--- config.mk ---
export PLATFORM = sky130hd
export DESIGN_NAME = websocket_frame_deframer
export DESIGN_NICKNAME = d
export VERILOG_FILES = /design/src/wsdf_pkg.sv /design/src/websocket_frame_deframer.sv
export SDC_FILE = /design/constraint.sdc
export NUM_CORES = 1
export LEC_CHECK = 0
export ABC_AREA = 1
export ABC_CLOCK_PERIOD_IN_PS = 6950
export BUFFER_PORTS_ARGS = -buffer_cell sky130_fd_sc_hd__buf_4
export CAP_MARGIN = 20
export CORE_MARGIN = 1
export CORE_UTILIZATION = 30
export CTS_BUF_LIST = sky130_fd_sc_hd__clkbuf_4 sky130_fd_sc_hd__clkbuf_8 sky130_fd_sc_hd__clkbuf_16
export CTS_CLUSTER_SIZE = 25
export DETAILED_ROUTE_END_ITERATION = 7
export PLACE_DENSITY = 0.52
export SETUP_SLACK_MARGIN = 0.15
export SYNTH_ARGS = -nofsm -noshare
export SYNTH_HDL_FRONTEND = slang
export SYNTH_SLANG_ARGS = --single-unit
--- constraint.sdc ---
create_clock -name clk_i -period 6.95 [get_ports clk_i]
set_input_delay 0.695 -clock clk_i [delete_from_list [all_inputs] [get_ports clk_i]]
set_output_delay 0.695 -clock clk_i [all_outputs]
set_load 0.005 [all_outputs]
--- src/wsdf_pkg.sv ---
// wsdf_pkg: types and constants for the websocket frame deframer
// no dependencies; imported by websocket_frame_deframer
`default_nettype none

package wsdf_pkg;

  typedef enum logic [2:0] {
    PH_FIRST  = 3'd0,
    PH_LEN    = 3'd1,
    PH_EXTLEN = 3'd2,
    PH_KEY    = 3'd3,
    PH_DATA   = 3'd4
  } phase_e;

  typedef enum logic [1:0] {
    ST_OK       = 2'd0,
    ST_OVERSIZE = 2'd1,
    ST_UNMASKED = 2'd2
  } status_e;

  localparam logic [7:0]  HDR_FIN_BIT     = 8'h80;
  localparam logic [7:0]  HDR_RSV_BITS    = 8'h70;
  localparam logic [7:0]  HDR_MASK_BIT    = 8'h80;
  localparam logic [7:0]  HDR_LEN7_BITS   = 8'h7f;
  localparam logic [6:0]  LEN_EXT16       = 7'd126;
  localparam logic [6:0]  LEN_EXT64       = 7'd127;
  localparam logic [3:0]  EXT16_BYTES     = 4'd2;
  localparam logic [3:0]  EXT64_BYTES     = 4'd8;
  localparam logic [2:0]  KEY_BYTES       = 3'd4;
  localparam logic [15:0] MAX_PAYLOAD_RST = 16'h7FFF;

endpackage

`default_nettype wire

--- src/websocket_frame_deframer.sv ---
// websocket_frame_deframer: client-to-server websocket frame parser and unmasker
// depends on wsdf_pkg
//
//   channel  | dir | handshake               | word
//   ---------+-----+-------------------------+-----------------------------------
//   rx       | in  | rx_valid_i / rx_stall_o | rx_byte_i
//   out      | out | out_valid_o/out_stall_i | out_byte_o .. payload_length_o
//   cfg      | in  | cfg_valid_i/cfg_ready_o | cfg_max_payload_i
//
// one received byte per cycle unless rx stalls; unless the parser is closed,
// each byte is decoded in the cycle it is taken and its result, if any, sits
// in the output register from the next cycle on; the rx side stalls only while
// a result is held and the out side stalls; reset clears the parser state,
// max_payload returns to 32767; cfg writes are always taken
`default_nettype none

module websocket_frame_deframer (
  input  wire logic        clk_i,
  input  wire logic        rst_ni,
  input  wire logic        rx_valid_i,
  output logic             rx_stall_o,
  input  wire logic [7:0]  rx_byte_i,
  output logic             out_valid_o,
  input  wire logic        out_stall_i,
  output logic [7:0]       out_byte_o,
  output logic             byte_valid_o,
  output logic             frame_end_o,
  output logic             final_flag_o,
  output logic [2:0]       reserved_bits_o,
  output logic [3:0]       frame_opcode_o,
  output logic [1:0]       status_o,
  output logic [63:0]      payload_length_o,
  input  wire logic        cfg_valid_i,
  output logic             cfg_ready_o,
  input  wire logic [15:0] cfg_max_payload_i
);
  import wsdf_pkg::*;

  phase_e      phase_q, phase_d;
  logic        closed_q, closed_d;
  logic        fin_q, fin_d;
  logic [2:0]  rsv_q, rsv_d;
  logic [3:0]  opcode_q, opcode_d;
  logic [63:0] frame_length_q, frame_length_d;
  logic [3:0]  len_left_q, len_left_d;
  logic [31:0] mask_key_q, mask_key_d;
  logic [2:0]  key_read_q, key_read_d;
  logic [63:0] payload_count_q, payload_count_d;
  logic        oversize_q, oversize_d;
  logic [15:0] max_payload_q;

  logic        out_valid_q;
  logic [7:0]  out_byte_q;
  logic        byte_valid_q;
  logic        frame_end_q;
  logic        fin_out_q;
  logic [2:0]  rsv_out_q;
  logic [3:0]  opcode_out_q;
  logic [1:0]  status_q;
  logic [63:0] length_out_q;

  logic        rx_accept;
  logic        res_emit;
  logic [7:0]  res_byte;
  logic        res_byte_valid;
  logic        res_end;
  status_e     res_status;
  logic [63:0] res_length;
  logic        clear_frame;
  logic [6:0]  len7;
  logic [63:0] count_inc;
  logic [7:0]  key_byte;
  logic        last;

  assign rx_stall_o  = out_valid_q & out_stall_i;
  assign rx_accept   = rx_valid_i & ~rx_stall_o;
  assign cfg_ready_o = 1'b1;

  assign len7      = rx_byte_i[6:0] & HDR_LEN7_BITS[6:0];
  assign count_inc = payload_count_q + 64'd1;
  assign last      = (count_inc >= frame_length_q);

  always_comb begin
    case (payload_count_q[1:0])
      2'd0:    key_byte = mask_key_q[31:24];
      2'd1:    key_byte = mask_key_q[23:16];
      2'd2:    key_byte = mask_key_q[15:8];
      default: key_byte = mask_key_q[7:0];
    endcase
  end

  always_comb begin
    phase_d         = phase_q;
    closed_d        = closed_q;
    fin_d           = fin_q;
    rsv_d           = rsv_q;
    opcode_d        = opcode_q;
    frame_length_d  = frame_length_q;
    len_left_d      = len_left_q;
    mask_key_d      = mask_key_q;
    key_read_d      = key_read_q;
    payload_count_d = payload_count_q;
    oversize_d      = oversize_q;
    res_emit        = 1'b0;
    res_byte        = 8'd0;
    res_byte_valid  = 1'b0;
    res_end         = 1'b0;
    res_status      = ST_OK;
    res_length      = 64'd0;
    clear_frame     = 1'b0;

    if (rx_accept && !closed_q) begin
      case (phase_q)
        PH_LEN: begin
          if ((rx_byte_i & HDR_MASK_BIT) == 8'd0) begin
            closed_d   = 1'b1;
            res_emit   = 1'b1;
            res_end    = 1'b1;
            res_status = ST_UNMASKED;
          end else if (len7 == LEN_EXT16) begin
            frame_length_d = 64'd0;
            len_left_d     = EXT16_BYTES;
            phase_d        = PH_EXTLEN;
          end else if (len7 == LEN_EXT64) begin
            frame_length_d = 64'd0;
            len_left_d     = EXT64_BYTES;
            phase_d        = PH_EXTLEN;
          end else begin
            frame_length_d = {57'd0, len7};
            key_read_d     = 3'd0;
            phase_d        = PH_KEY;
          end
        end
        PH_EXTLEN: begin
          frame_length_d = {frame_length_q[55:0], rx_byte_i};
          if (len_left_q != 4'd0) begin
            len_left_d = len_left_q - 4'd1;
          end
          if (len_left_q <= 4'd1) begin
            key_read_d = 3'd0;
            phase_d    = PH_KEY;
          end
        end
        PH_KEY: begin
          mask_key_d = {mask_key_q[23:0], rx_byte_i};
          key_read_d = key_read_q + 3'd1;
          if (key_read_d >= KEY_BYTES) begin
            payload_count_d = 64'd0;
            oversize_d      = (frame_length_q > {48'd0, max_payload_q});
            if (frame_length_q == 64'd0) begin
              res_emit    = 1'b1;
              res_end     = 1'b1;
              clear_frame = 1'b1;
            end else begin
              phase_d = PH_DATA;
            end
          end
        end
        PH_DATA: begin
          payload_count_d = count_inc;
          res_length      = frame_length_q;
          if (oversize_q) begin
            if (last) begin
              res_emit    = 1'b1;
              res_end     = 1'b1;
              res_status  = ST_OVERSIZE;
              clear_frame = 1'b1;
            end
          end else begin
            res_emit       = 1'b1;
            res_byte       = rx_byte_i ^ key_byte;
            res_byte_valid = 1'b1;
            res_end        = last;
            clear_frame    = last;
          end
        end
        default: begin
          fin_d           = rx_byte_i[7];
          rsv_d           = 3'((rx_byte_i & HDR_RSV_BITS) >> 4);
          opcode_d        = rx_byte_i[3:0];
          frame_length_d  = 64'd0;
          len_left_d      = 4'd0;
          mask_key_d      = 32'd0;
          key_read_d      = 3'd0;
          payload_count_d = 64'd0;
          oversize_d      = 1'b0;
          phase_d         = PH_LEN;
        end
      endcase

      if (clear_frame) begin
        phase_d         = PH_FIRST;
        fin_d           = 1'b0;
        rsv_d           = 3'd0;
        opcode_d        = 4'd0;
        frame_length_d  = 64'd0;
        len_left_d      = 4'd0;
        mask_key_d      = 32'd0;
        key_read_d      = 3'd0;
        payload_count_d = 64'd0;
        oversize_d      = 1'b0;
      end
    end
  end

  always_ff @(posedge clk_i or negedge rst_ni) begin
    if (!rst_ni) begin
      phase_q         <= PH_FIRST;
      closed_q        <= 1'b0;
      fin_q           <= 1'b0;
      rsv_q           <= 3'd0;
      opcode_q        <= 4'd0;
      frame_length_q  <= 64'd0;
      len_left_q      <= 4'd0;
      mask_key_q      <= 32'd0;
      key_read_q      <= 3'd0;
      payload_count_q <= 64'd0;
      oversize_q      <= 1'b0;
    end else begin
      phase_q         <= phase_d;
      closed_q        <= closed_d;
      fin_q           <= fin_d;
      rsv_q           <= rsv_d;
      opcode_q        <= opcode_d;
      frame_length_q  <= frame_length_d;
      len_left_q      <= len_left_d;
      mask_key_q      <= mask_key_d;
      key_read_q      <= key_read_d;
      payload_count_q <= payload_count_d;
      oversize_q      <= oversize_d;
    end
  end

  always_ff @(posedge clk_i or negedge rst_ni) begin
    if (!rst_ni) begin
      max_payload_q <= MAX_PAYLOAD_RST;
    end else if (cfg_valid_i && cfg_ready_o) begin
      max_payload_q <= cfg_max_payload_i;
    end
  end

  always_ff @(posedge clk_i or negedge rst_ni) begin
    if (!rst_ni) begin
      out_valid_q <= 1'b0;
    end else if (res_emit) begin
      out_valid_q <= 1'b1;
    end else if (!out_stall_i) begin
      out_valid_q <= 1'b0;
    end
  end

  // result word, fields taken before the frame state is cleared
  always_ff @(posedge clk_i) begin
    if (res_emit) begin
      out_byte_q   <= res_byte;
      byte_valid_q <= res_byte_valid;
      frame_end_q  <= res_end;
      fin_out_q    <= fin_q;
      rsv_out_q    <= rsv_q;
      opcode_out_q <= opcode_q;
      status_q     <= res_status;
      length_out_q <= res_length;
    end
  end

  assign out_valid_o      = out_valid_q;
  assign out_byte_o       = out_byte_q;
  assign byte_valid_o     = byte_valid_q;
  assign frame_end_o      = frame_end_q;
  assign final_flag_o     = fin_out_q;
  assign reserved_bits_o  = rsv_out_q;
  assign frame_opcode_o   = opcode_out_q;
  assign status_o         = status_q;
  assign payload_length_o = length_out_q;

  a_closed_sticky: assert property (@(posedge clk_i) disable iff (!rst_ni)
    closed_q |=> closed_q)
    else $error("parser reopened without reset");

  a_unmasked_closes: assert property (@(posedge clk_i) disable iff (!rst_ni)
    (out_valid_q && status_q == ST_UNMASKED) |-> closed_q)
    else $error("unmasked status without closing");

  a_empty_ends: assert property (@(posedge clk_i) disable iff (!rst_ni)
    (out_valid_q && !byte_valid_q) |-> frame_end_q)
    else $error("empty result does not end the frame");

  a_data_has_length: assert property (@(posedge clk_i) disable iff (!rst_ni)
    (phase_q == PH_DATA) |-> (frame_length_q != 64'd0))
    else $error("payload phase with zero length");

endmodule

`default_nettype wire
==> metrics.md, run 1 <==
| Metric | Value |
|---|---|
| Worst-path clk slew | 0.06 ns |
| Sequential area share after synthesis | 47.35% |
| CTS tree | done |
| Setup ws final | approximately 0.95 ns |
| H-tree levels | 1 |
| Synth warn | 0 |
| Worst slew pin tran | between 0.9 and 1 ns |
| Max-Cap Viols | 0 |
| Reg2reg path depth | 19 |
| Port-buffer cells | 114 |
| Routed vias/inst | between 4 and 5 |
| Reg2reg end | payload_length_o[41]$_SDFFCE_PN0P_ |
| Row count | 83 |
| Post-DP HPWL | approximately 32 mm |
| Drt drc | 0 |
| Average cell area after synthesis | 8.375 um2 |
| Fin crit share | between 80% and 90% |
| Commonest cells after routing, fill and taps aside | nand2_1 (487), inv_1 (213), dfrtp_1 (182) |
| Antenna violations before repair | 0 |
| Ys flop type | dfrtp_1 |
| Max FO, Critical Path | 64 |
| Crit-path max cell delay | slightly above 0.7 ns |
| DP Area | ~0.017 mm2 |
| Root Driver | clkbuf_16 |
| Worst EP required | a little over 7 ns |
| Post-layout util | ~35% |
| Area Growth Syn to Fin | 15.80% |
| Final wirelength | approximately 43 mm |
| Crit-path slowest cell | nand2_4 |
| Outcome | completed |
| Final nets | about 2100 |
| Crit path cell chain | inv_1, nor2_1, nand2_1, nor4_1, nand3_1, xor2_1, inv_1, ha_1, nand4_1, nor2_1, nand3_1, nor3_1, nand2_1, nand2_2, nand2_4, nand2_2, o21ai_0, nand2_4, buf_4 |
| DIE AREA | ~0.054 mm2 |
| Tot GR Track Use | 16.40% |
| Clk buf depth | 3 |
| Crit-path leading delay family | simple AND/OR/NAND/NOR gates |
| Die Width | about 230 um |
| Dpl ws | about 0.97 ns |
| Syn Std Cell Area | between 0.015 and 0.02 mm2 |
| I/O pin cnt | 116 |
| Relative slew slack | a little over a third |
| Antenna-violating nets left | 0 |
| Clk sinks | 281 |
| Seq cells post-synth | approximately 280 |
| Global-route wire length before repair | approximately 70 mm |
| Number of global-route vias before repair | approximately 13000 |
| CTS resizes | 0 |
| CTS Buf Count | 31 |
| Reg-to-Reg Start | payload_count_q[0]$_DFFE_PN0P_ |
| Tmin final | between 6 and 7 ns |
| Initial Util | 30.57% |
| Finished Cell Area | ~0.018 mm2 |
| Syn_nets | 2002 |
| GR Overflow Total | 0 |
| Critical Path End Type | flop |
| Final hold violation count | 0 |
| Syn Inst Count | 1884 |
| Peak supply drop | approximately 0.17 mV |
| Tot Pwr | about 3.5 mW |
| Nature of the critical path startpoint | flop |
| Critical path class | reg -> reg |
| Share of cells above drive strength 1 | between 10 and 15% |
| Die Span Y | 231.3 um |
| Fmax | roughly 170 MHz |
| Final number of setup-violating endpoints | 0 |
| Largest net degree at the start of global routing | 93 |
| Skew-Pair Late Insertion Delay | just under 0.6 ns |
| Initial drt markers | ~1000 |
| Origin of the worst setup path | payload_count_q[0]$_DFFE_PN0P_ |
| Register-to-register setup slack | 0.95 ns |
| ANT cells | 0 |
| Pleak | 8.049 nW |
| Fin. max-slew vios | 0 |
| Placer Congestion | 0.8763 |
| Post-CTS Repair Setup Buffers | 0 |
| Worst Hold Class | in -> async |
| Final TNS setup | 0 ns |
| Hold-fix buffers, CTS | 0 |
| Core box area | about 0.052 mm2 |
| Post-synth EDFFs | 84 |
| Pwr/cell area | about 190 mW/mm2 |
| Commonest non-fill, non-tap cell in the layout | nand2_1 |
| CP arrival | ~6.3 ns |
| DRT Pass-1 Iters | 5 |
| Detailed-route via count | roughly 13000 |
| Worst clock skew | around 0.014 ns |
| DR WL/cell | about 16 um |
| Async SR Flop Fraction | 70.11% |
| Count of cell types in the netlist | between 40 and 50 |
| RSZ-0062 raised after global routing | false |
| Worst Path Buf+Inv | 3 |
-- worst reg2reg max path, delay by kind of cell (launching register included) --
kind	cells	cell delay (ns)
AO/OA/AOI/OAI	1	0.22
AND/OR/NAND/NOR	13	3.71
XOR/XNOR	1	0.21
adder cells (fa/ha/maj)	1	0.29
buffers and inverters	3	0.76
flip-flops	1	0.48
-- cell type report --
| class | count | area (um2) |
|---|---|---|
| Clock buffer | 49 | 965.9 |
| Clock inverter | 9 | 81.33 |
| Fill cell | 5310 | 33340 |
| Inverter | 228 | 855.8 |
| Multi-Input combinational cell | 1306 | 7091 |
| Sequential cell | 281 | 7471 |
| Tap cell | 680 | 850.8 |
| Timing Repair Buffer | 125 | 957.2 |
-- per-layer routing --
metal	vias up	share of wire (%)	GRT usage [%]
li1	6359	-	-
met1	6070	47	23.05
met2	301	46	26.54
met3	60	4.8	2.362
met4	0	2.2	3.642
met5	-	0	0
-- through the flow --
step           instances  hold WS [ns]
3_3_place_gp        2620        0.4313
5_1_grt             2678        0.1458
6_report            2678        0.1139
2_1_floorplan       1884        0.3994
3_5_place_dp        2620        0.4352
4_1_cts             2678        0.1228
-- how the worst max path moves through the flow --
stage,to,slack [ns],cells after the start
CTS,payload_length_o[41]$_SDFFCE_PN0P_,0.95,19
global placement,payload_length_o[41]$_SDFFCE_PN0P_,1.04,21
floorplan,byte_valid_o$_SDFFCE_PN0P_,1.62,23
finish,payload_length_o[41]$_SDFFCE_PN0P_,0.95,19
detailed placement,payload_length_o[45]$_SDFFCE_PN0P_,0.97,19
global route,payload_length_o[43]$_SDFFCE_PN0P_,0.45,19
-- power by group --
part | switching [mW] | internal, mW | leakage [nW]
clock network | 0.684 | 0.990 | 0.531
logic | 0.0519 | 0.0226 | 4.37
registers | 0.00236 | 1.71 | 3.15
total | 0.738 | 2.72 | 8.05
-- Yosys cell counts, drive strengths merged (2+ instances only) --
library cell	n	share of area [%]
a21o	2	0.095
dfstp	15	2.5
nand4	60	2.4
edfxtp	84	16
dfrtp	182	29
nand2	507	12
clkbuf	30	0.71
clkinv	2	0.048
nor4	9	0.36
xnor2	5	0.28
and3	3	0.12
a22o	8	0.44
a21oi	48	1.5
o22ai	9	0.36
xor2	52	2.9
buf	39	1.7
o21ai	140	5.1
nor3	38	1.4
nand3	96	3.2
nor2	185	4.7
o21a	3	0.14
inv	226	5.4
ha	89	7.1
or2	15	0.59
o31ai	30	1.4
-- logic make-up (layout without fill, tap and decap cells) --
family | Yosys count | in the layout | share of synthesized area [%]
flip-flops | 281 | 281 | 47.35
other | 1 | 1 | 0.02377
multiplexers | 1 | 1 | 0.07136
AND/OR/NAND/NOR | 915 | 915 | 25.28
adder cells (fa/ha/maj) | 89 | 89 | 7.057
buffers and inverters | 297 | 411 | 7.811
XOR/XNOR | 57 | 57 | 3.164
AO/OA/AOI/OAI | 243 | 243 | 9.246
-- registers in the layout, indices dropped and copies added, names as in the netlist, 2 cells and up --
signal            count
opcode_q              4
len_left_q            4
max_payload_q        16
phase_q               3
key_read_q            3
status_o              2
rsv_q                 3
payload_length_o     64
out_byte_o            8
frame_length_q       64
frame_opcode_o        4
reserved_bits_o       3
payload_count_q      64
mask_key_q           32
Power figures use the tool's default switching activity.
==> run 2, diff against run 1 <==
--- a/config.mk
+++ b/config.mk
@@ -7,14 +7,14 @@
 export LEC_CHECK = 0
 export ABC_AREA = 1
 export ABC_CLOCK_PERIOD_IN_PS = 6950
-export BUFFER_PORTS_ARGS = -buffer_cell sky130_fd_sc_hd__buf_4
+export BUFFER_PORTS_ARGS = -buffer_cell sky130_fd_sc_hd__buf_2
 export CAP_MARGIN = 20
 export CORE_MARGIN = 1
-export CORE_UTILIZATION = 30
+export CORE_UTILIZATION = 55
 export CTS_BUF_LIST = sky130_fd_sc_hd__clkbuf_4 sky130_fd_sc_hd__clkbuf_8 sky130_fd_sc_hd__clkbuf_16
 export CTS_CLUSTER_SIZE = 25
 export DETAILED_ROUTE_END_ITERATION = 7
-export PLACE_DENSITY = 0.52
+export PLACE_DENSITY = 0.81
 export SETUP_SLACK_MARGIN = 0.15
 export SYNTH_ARGS = -nofsm -noshare
 export SYNTH_HDL_FRONTEND = slang
==> run 2 against run 1 <==
  * Power shrank 2.8%
  * Critical path type unchanged
  * Sequential cell count unchanged
  * Sequential power is essentially flat
  * Highest routed layer unchanged
==> metrics.md, run 2 (synthesized netlist as in run 1, its figures left out) <==
| Metric | Value |
|---|---|
| ANT cells | 0 |
| Initial Util | between 50 and 60% |
| Post-DP HPWL | about 28 mm |
| Final TNS setup | 0 ns |
| Worst Path Buf+Inv | 3 |
| Comb power frac | 2.1% |
| Initial drt markers | around 1200 |
| Final hold violation count | 0 |
| DRT Pass-1 Iters | 5 |
| Final wirelength | ~39 mm |
| Crit-path max cell delay | 0.65 ns |
| Most used cell, CP | nand2_1 |
| Antenna violations before repair | 0 |
| Clock power frac | 47.0% |
| Core box area | 0.02801 mm2 |
| Clk sinks | 281 |
| Area Growth Syn to Fin | 11.26% |
| Fin. max-slew vios | 0 |
| Antenna-violating nets left | 0 |
| Share of cells above drive strength 1 | 14.54% |
| Net Sw Frac | a little over a fifth |
| CTS tree | done |
| Drt drc | 0 |
| Post-CTS Repair Setup Buffers | 0 |
| Relative slew slack | about a third |
| Tmin final | about 5.4 ns |
| Final nets | approximately 2100 |
| Max-Cap Viols | 0 |
| Critical Path End Type | flop |
| FILL cells | about 2400 |
| Crit path cell chain | inv_1, nor2_1, nand2_1, nor3_1, nand2_1, xor2_1, inv_1, ha_1, a21oi_1, o21ai_0, a21oi_1, nand2_1, nor2_1, nand2_1, nand2_1, nand2_2, nand2_4, nand3_4, nand2_4, buf_4, nand2_1, o21ai_2 |
| Max FO, Critical Path | 69 |
| I/O pin cnt | between 100 and 150 |
| RSZ-0062 raised after global routing | false |
| DIE AREA | 0.02937 mm2 |
| CP arrival | roughly 5.8 ns |
| CTS resizes | 0 |
| Commonest non-fill, non-tap cell in the layout | nand2_1 |
| Final number of setup-violating endpoints | 0 |
| Worst Hold Class | in -> async |
| Port-buffer cells | around 110 |
| Worst slew pin tran | around 1 ns |
| Worst-path clk slew | approximately 0.060 ns |
| Seq pwr share | about 51% |
| Skew-Pair Late Insertion Delay | between 0.5 and 0.6 ns |
| Worst clock skew | about 0.013 ns |
| Pleak | just under 8 nW |
| Outcome | completed |
| Nature of the critical path startpoint | flop |
| Crit-path leading delay family | simple AND/OR/NAND/NOR gates |
| Row count | 61 |
| Peak supply drop | about 0.20 mV |
| Switching Power | 709.3 uW |
| Largest net degree at the start of global routing | 85 |
| Hold-fix buffers, CTS | 0 |
| Worst EP required | roughly 7.4 ns |
| Fmax | around 190 MHz |
| Pwr/cell area | ~190 mW/mm2 |
| Global-route wire length before repair | roughly 63 mm |
| DR WL/cell | between 15 and 20 um |
| Critical path class | reg -> reg |
| H-tree levels | 1 |
| Commonest cells after routing, fill and taps aside | nand2_1 (487), inv_1 (213), dfrtp_1 (182) |
| Clk buf depth | 3 |
| CTS Buf Count | 29 |
| Routed vias/inst | between 5 and 6 |
| Tot Pwr | between 3 and 4 mW |
| Number of global-route vias before repair | ~13000 |
| Fin crit share | just under 80% |
| Root Driver | clkbuf_16 |
| Detailed-route via count | around 13000 |
| Die Width | 171.4 um |
| GR Overflow Total | 0 |
| Crit-path slowest cell | nand2_4 |
| Die Span Y | about 170 um |
| Tot GR Track Use | between 20 and 30% |
| Placer Congestion | 0.9802 |
| Pint | between 2 and 3 mW |
## run 2: cell types whose count changed in the layout (fill, tap and decap cells not counted), sizes merged
cell,change
inv,-1
bufinv,+2
clkbuf,-11
buf,+1
clkinv,+6
## run 2: power groups by stage
stage               sequential, mW  clock, mW  combinational (mW)
floorplan                     1.74          0              0.0265
global placement              1.74          0              0.0672
detailed placement            1.74          0              0.0705
finish                        1.71       1.58              0.0699
CTS                           1.71       1.60              0.0714
global route                  1.71       1.66              0.0815
## run 2: layout make-up
| type | count | area [um2] | area share, % |
|---|---|---|---|
| flip-flops and latches | 281 | 7471 | 42.56 |
| repair buffers | 126 | 701.9 | 3.998 |
| clock inverters | 16 | 157.7 | 0.8980 |
| multi-input cells | 1306 | 7091 | 40.39 |
| inverters | 228 | 855.8 | 4.875 |
| well taps | 378 | 473.0 | 2.694 |
| clock buffers | 38 | 805.8 | 4.590 |
## run 2: final timing paths
| path | startpoint | to | slack, ns | cells after the start |
|---|---|---|---|---|
| min in group clk_i | cfg_max_payload_i[6] | max_payload_q[6]$_DFFE_PN1P_ | 0.35 | 3 |
| worst min register to register | opcode_q[0]$_DFFE_PN0P_ | frame_opcode_o[0]$_DFFE_PP_ | 0.45 | 0 |
| worst max register to register | payload_count_q[0]$_DFFE_PN0P_ | frame_length_q[59]$_DFFE_PN0P_ | 1.60 | 22 |
| worst max-delay path | payload_count_q[0]$_DFFE_PN0P_ | frame_length_q[59]$_DFFE_PN0P_ | 1.60 | 22 |
| worst min-delay path | rst_ni | opcode_q[2]$_DFFE_PN0P_ | 0.1 | 1 |
| max in group asynchronous | rst_ni | frame_length_q[59]$_DFFE_PN0P_ | 5.43 | 2 |
## run 2: through the flow
| step | instance area [um2] | hold WS, ns | std cells | setup WS (ns) | utilization [%] |
|---|---|---|---|---|---|
| floorplan | 15780 | 0.3994 | 1884 | 1.618 | - |
| global placement | 16540 | 0.4314 | 2317 | 1.744 | 59.07 |
| detailed placement | 16540 | 0.4354 | 2317 | 1.538 | 59.07 |
| CTS | 17510 | 0.1051 | 2371 | 1.523 | 62.51 |
| global route | 17560 | 0.1265 | 2373 | 1.292 | 62.67 |
| finish | 17560 | 0.09862 | 2373 | 1.596 | 62.67 |
## run 2: routing by layer
layer / vias to the layer above / wire (um) / share of wire [%] / track usage [%]
met5: - / 0 / 0 / 0
met4: 0 / 1340 / 3.4 / 10.17
met3: 102 / 2153 / 5.5 / 3.083
met2: 484 / 18510 / 48 / 45.23
met1: 6238 / 16880 / 43 / 36.16
li1: 6344 / - / - / -
